==> src/rtl/crma_pkg.sv <==
`timescale 1ns / 1ps
`default_nettype none
package crma_pkg;
  localparam int NumModules = 4;
  localparam int PixelsPerModule = 64;
  localparam int NumCells = 64;
  localparam int NumAmpSteps = 16;
  localparam int ModW = 2;
  localparam int PixW = 6;
  localparam int CellW = 6;
  localparam int AmpW = 4;
  localparam int AddrW = ModW + PixW + CellW + AmpW;
  localparam int Depth = 1 << AddrW;
  localparam int MeanW = 22;
  localparam int CountW = 16;
  localparam int NumW = MeanW + CountW + 1;
  localparam int QuoW = NumW;
  localparam int DivCntW = 6;
  localparam logic [CountW-1:0] CountMax = '1;

  typedef enum logic [2:0] {
    ST_CLEAR, ST_IDLE, ST_READ, ST_MUL, ST_DIV, ST_WRITE, ST_OUT
  } state_t;

  typedef struct packed {
    logic clear_step;
    logic capture;
    logic mul;
    logic div_start;
    logic div_step;
    logic write;
    logic finish;
  } cmd_t;

  typedef struct packed {
    logic clear_done;
    logic div_done;
  } status_t;
endpackage
`default_nettype wire

==> src/rtl/crma_ctrl.sv <==
`timescale 1ns / 1ps
`default_nettype none
module crma_ctrl import crma_pkg::*; (
  input  wire logic    clk,
  input  wire logic    rst,
  input  wire logic    in_accept,
  input  wire logic    out_accept,
  input  wire logic    in_range,
  input  wire logic    sat_now,
  input  wire status_t status,
  output cmd_t         cmd,
  output logic         busy,
  output logic         out_valid
);
  state_t state, state_next;

  always_ff @(posedge clk) begin
    if (rst) begin
      state <= ST_CLEAR;
    end else begin
      state <= state_next;
    end
  end

  always_comb begin
    state_next = state;
    case (state)
      ST_CLEAR: if (status.clear_done) state_next = ST_IDLE;
      ST_IDLE:  if (in_accept) state_next = ST_READ;
      ST_READ:  state_next = ST_MUL;
      ST_MUL: begin
        if (!in_range || sat_now) state_next = ST_OUT;
        else state_next = ST_DIV;
      end
      ST_DIV:   if (status.div_done) state_next = ST_WRITE;
      ST_WRITE: state_next = ST_OUT;
      ST_OUT:   if (out_accept) state_next = ST_IDLE;
      default:  state_next = ST_IDLE;
    endcase
  end

  always_comb begin
    cmd = '0;
    busy = 1'b1;
    out_valid = 1'b0;
    case (state)
      ST_CLEAR: cmd.clear_step = 1'b1;
      ST_IDLE: begin
        busy = 1'b0;
        cmd.capture = in_accept;
      end
      ST_READ:  cmd.mul = 1'b1;
      ST_MUL: begin
        cmd.div_start = 1'b1;
        cmd.finish = !in_range || sat_now;
      end
      ST_DIV:   cmd.div_step = 1'b1;
      ST_WRITE: begin
        cmd.write = 1'b1;
        cmd.finish = 1'b1;
      end
      ST_OUT:   out_valid = 1'b1;
      default:  busy = 1'b1;
    endcase
  end
endmodule
`default_nettype wire

==> config.mk <==
export PLATFORM = sky130hd
export DESIGN_NAME = crma_ctrl
export DESIGN_NICKNAME = d
export VERILOG_FILES = /design/src/rtl/crma_pkg.sv /design/src/rtl/crma_ctrl.sv
export SDC_FILE = /design/constraint.sdc
export NUM_CORES = 1
export LEC_CHECK = 0
export ABC_CLOCK_PERIOD_IN_PS = 1450
export BUFFER_PORTS_ARGS = -buffer_cell sky130_fd_sc_hd__clkbuf_2
export CORE_AREA = 2 2 39 41
export DETAILED_ROUTE_END_ITERATION = 10
export DIE_AREA = 0 0 41 43
export SYNTH_ARGS = -nofsm -noshare
export SYNTH_HDL_FRONTEND = slang
export SYNTH_SLANG_ARGS = --single-unit
==> constraint.sdc <==
create_clock -name clk -period 1.45 [get_ports clk]
set_clock_uncertainty 0.05 [all_clocks]
set_input_delay 0.29 -clock clk [delete_from_list [all_inputs] [get_ports clk]]
set_output_delay 0.29 -clock clk [all_outputs]
set_load 0.005 [all_outputs]
==> impl_metrics.json <==
{
  "finalPower_mw": 0.3750,
  "grt_pass1_vias": 268,
  "slew_violations": 0,
  "critPathSlowestCell": "dfxtp_4",
  "track_usage_pct": 9.409,
  "post-route-period-util_pct": 97.65,
  "cp_cell_sequence": "inv_1, nand3_1, nor2_1, clkbuf_2",
  "grt-ovfl-total": 0,
  "rsz0062_at_grt": "yes",
  "setup_viol": 0,
  "cts.clk_slew.worst_paths_ns": 0.04,
  "ys_warn_count": 0,
  "hold_class": "input pin to register",
  "area_delta_synth_final_pct": 61.95,
  "synth_cell_type_count": 20,
  "cts_tree": "yes",
  "drtPass1Iterations": 4,
  "numCtsBuffers": 3,
  "htreeDepth": 1,
  "cts_root_buf": "clkbuf_4",
  "ant_nets": 0,
  "wl_per_cell_um": 10.54,
  "max_freq_mhz": 706.3,
  "die_area_mm2": 0.001763,
  "cts.sinks": 3,
  "netlist_area_um2": 256.5,
  "place_area_um2": 356.6,
  "largest_reg_flops": 3,
  "worst_slew_pin_slew_ns": 0.2332,
  "crit_fanout": 10,
  "ys_seq_area_share_pct": 23.41,
  "end_kind": "output pin",
  "num_antenna_cells": 0,
  "insertion_delay_ns": 0.24,
  "dpl.hpwl_um": 527,
  "initial_core_util_pct": 18.54,
  "synth_seq_cells": 3,
  "dp_worst_setup_slack_ns": 0.08376,
  "crit_family": "flip-flops",
  "vdd_ir_drop_max_uv": 463.4,
  "synth_top_area_share_pct": 23.41,
  "final_nets": 64,
  "rows": 14,
  "core-area_mm2": 0.001384,
  "powerDensity_mw_per_mm2": 902.7,
  "drtIter0Drc": 1,
  "regMostFlops": "state",
  "fillers": 159,
  "maxCapViolations": 0,
  "cts_buffer_depth": 2,
  "place_congestion": 0.7026,
  "drc": 0,
  "num_io_pins": 17,
  "via_per_inst": 4.592,
  "final_common_cell": "clkbuf_2",
  "port_buffers": 16,
  "syn_inst": 34,
  "drive_above_1_share_pct": 56.36,
  "avgSynthCellArea_um2": 7.544,
  "synth_area_leaders": "dfxtp_1, mux2i_1, nor3_1",
  "hold_violations": 0,
  "worstPathRequired_ns": 1.11,
  "worstSetupStartpointType": "register",
  "grt_start_max_net_pins": 12,
  "largest_registers": "state x3",
  "fin_area_um2": 415.4,
  "synth_top_area_cell": "dfxtp_1",
  "critPathKind": "register to output pin",
  "fin_crit_ns": 1.416,
  "worstPathArrival_ns": 1.08,
  "syn_nets": 42,
  "slew_headroom_pct": 84.33,
  "die_x_um": 41,
  "vias": 326,
  "worst_slack_ns": 0.03413,
  "antenna_found_initial": 0,
  "routed_wirelength_um": 748,
  "leakagePower_nw": 0.2219,
  "fp.dieH_um": 43,
  "status": "completed",
  "max_stage_delay_ns": 0.37,
  "crit_buf_inv": 2,
  "postCtsHoldBufs": 0,
  "grt_pass1_wl_mm": 1.048,
  "layout_common_cells": "clkbuf_2, inv_1"
}
## cell type report
cell class              count  area [um2]  area share (%)
flip-flops and latches      3       71.32           17.17
inverters                   6       25.02           6.024
well taps                  16       20.02           4.819
multi-input cells          23       170.2           40.96
repair buffers             19       102.6           24.70
clock buffers               4       26.28           6.325
## synthesized netlist by cell type
library cell  count
a2111oi_2         1
a221oi_1          1
a22oi_1           1
and2_2            1
buf_4             2
dfxtp_1           3
inv_1             5
inv_2             1
mux2i_1           2
nand2_1           1
nand3_1           2
nor2_1            3
nor2_4            1
nor2b_1           1
nor3_1            4
o211a_1           1
o211ai_1          1
o21ai_0           1
o22ai_1           1
o2bb2ai_1         1
## per-layer routing
metal | GRT usage [%] | vias to the layer above | wire length [um]
met5 | 0 | - | 0
li1 | - | 166 | -
met3 | 4.712 | 3 | 29
met2 | 11.88 | 8 | 382
met1 | 10.19 | 149 | 315
met4 | 10.00 | 0 | 20
## power breakdown
part           internal [mW]  switching (mW)  total [mW]
Combinational         0.0595          0.0502       0.110
Clock                  0.103          0.0495       0.153
Sequential            0.0912          0.0211       0.112
Total                  0.254           0.121       0.375
## cells by family (layout without fill, tap and decap cells)
kind of cell	after synthesis	after routing	share of synthesized area [%]
buf+inv	8	29	14.63
flops	3	3	23.42
mux	2	2	7.805
compound gates	8	8	26.83
simple gates	13	13	27.32
## worst reg2reg max path, cell delays in order, from the launching register on
cell and delay [ns]:
dfxtp_4 0.40, buf_4 0.14, mux2i_1 0.17, o2bb2ai_1 0.10, a2111oi_2 0.31
## what timing repair did
action / CTS / global route
gates cloned: 0 / 0
setup endpoints to repair: 9 / 4
gates resized for setup: 4 / 6
hold endpoints to repair: 0 / 0
buffers inserted: 0 / 1
## per-stage QoR
stage | instances | util (%) | setup TNS [ns] | hold WS (ns)
after floorplan | 34 | - | 0 | 0.3089
after global placement | 66 | 25.77 | 0 | 0.4596
after detailed placement | 66 | 25.77 | 0 | 0.4589
after CTS | 70 | 28.12 | 0 | 0.2006
after global routing | 71 | 30.02 | -0.03528 | 0.2166
final | 71 | 30.02 | 0 | 0.2088
## final timing paths
check / startpoint / end / slack [ns] / cells after the start
min: rst / state[1] / 0.21 / 2
max reg2reg: state[0] / state[1] / 0.18 / 4
max: state[1] / cmd[5] / 0.03 / 4
min reg2reg: state[2] / state[2] / 0.53 / 1
Note: power is estimated with default switching activity, not from simulation.
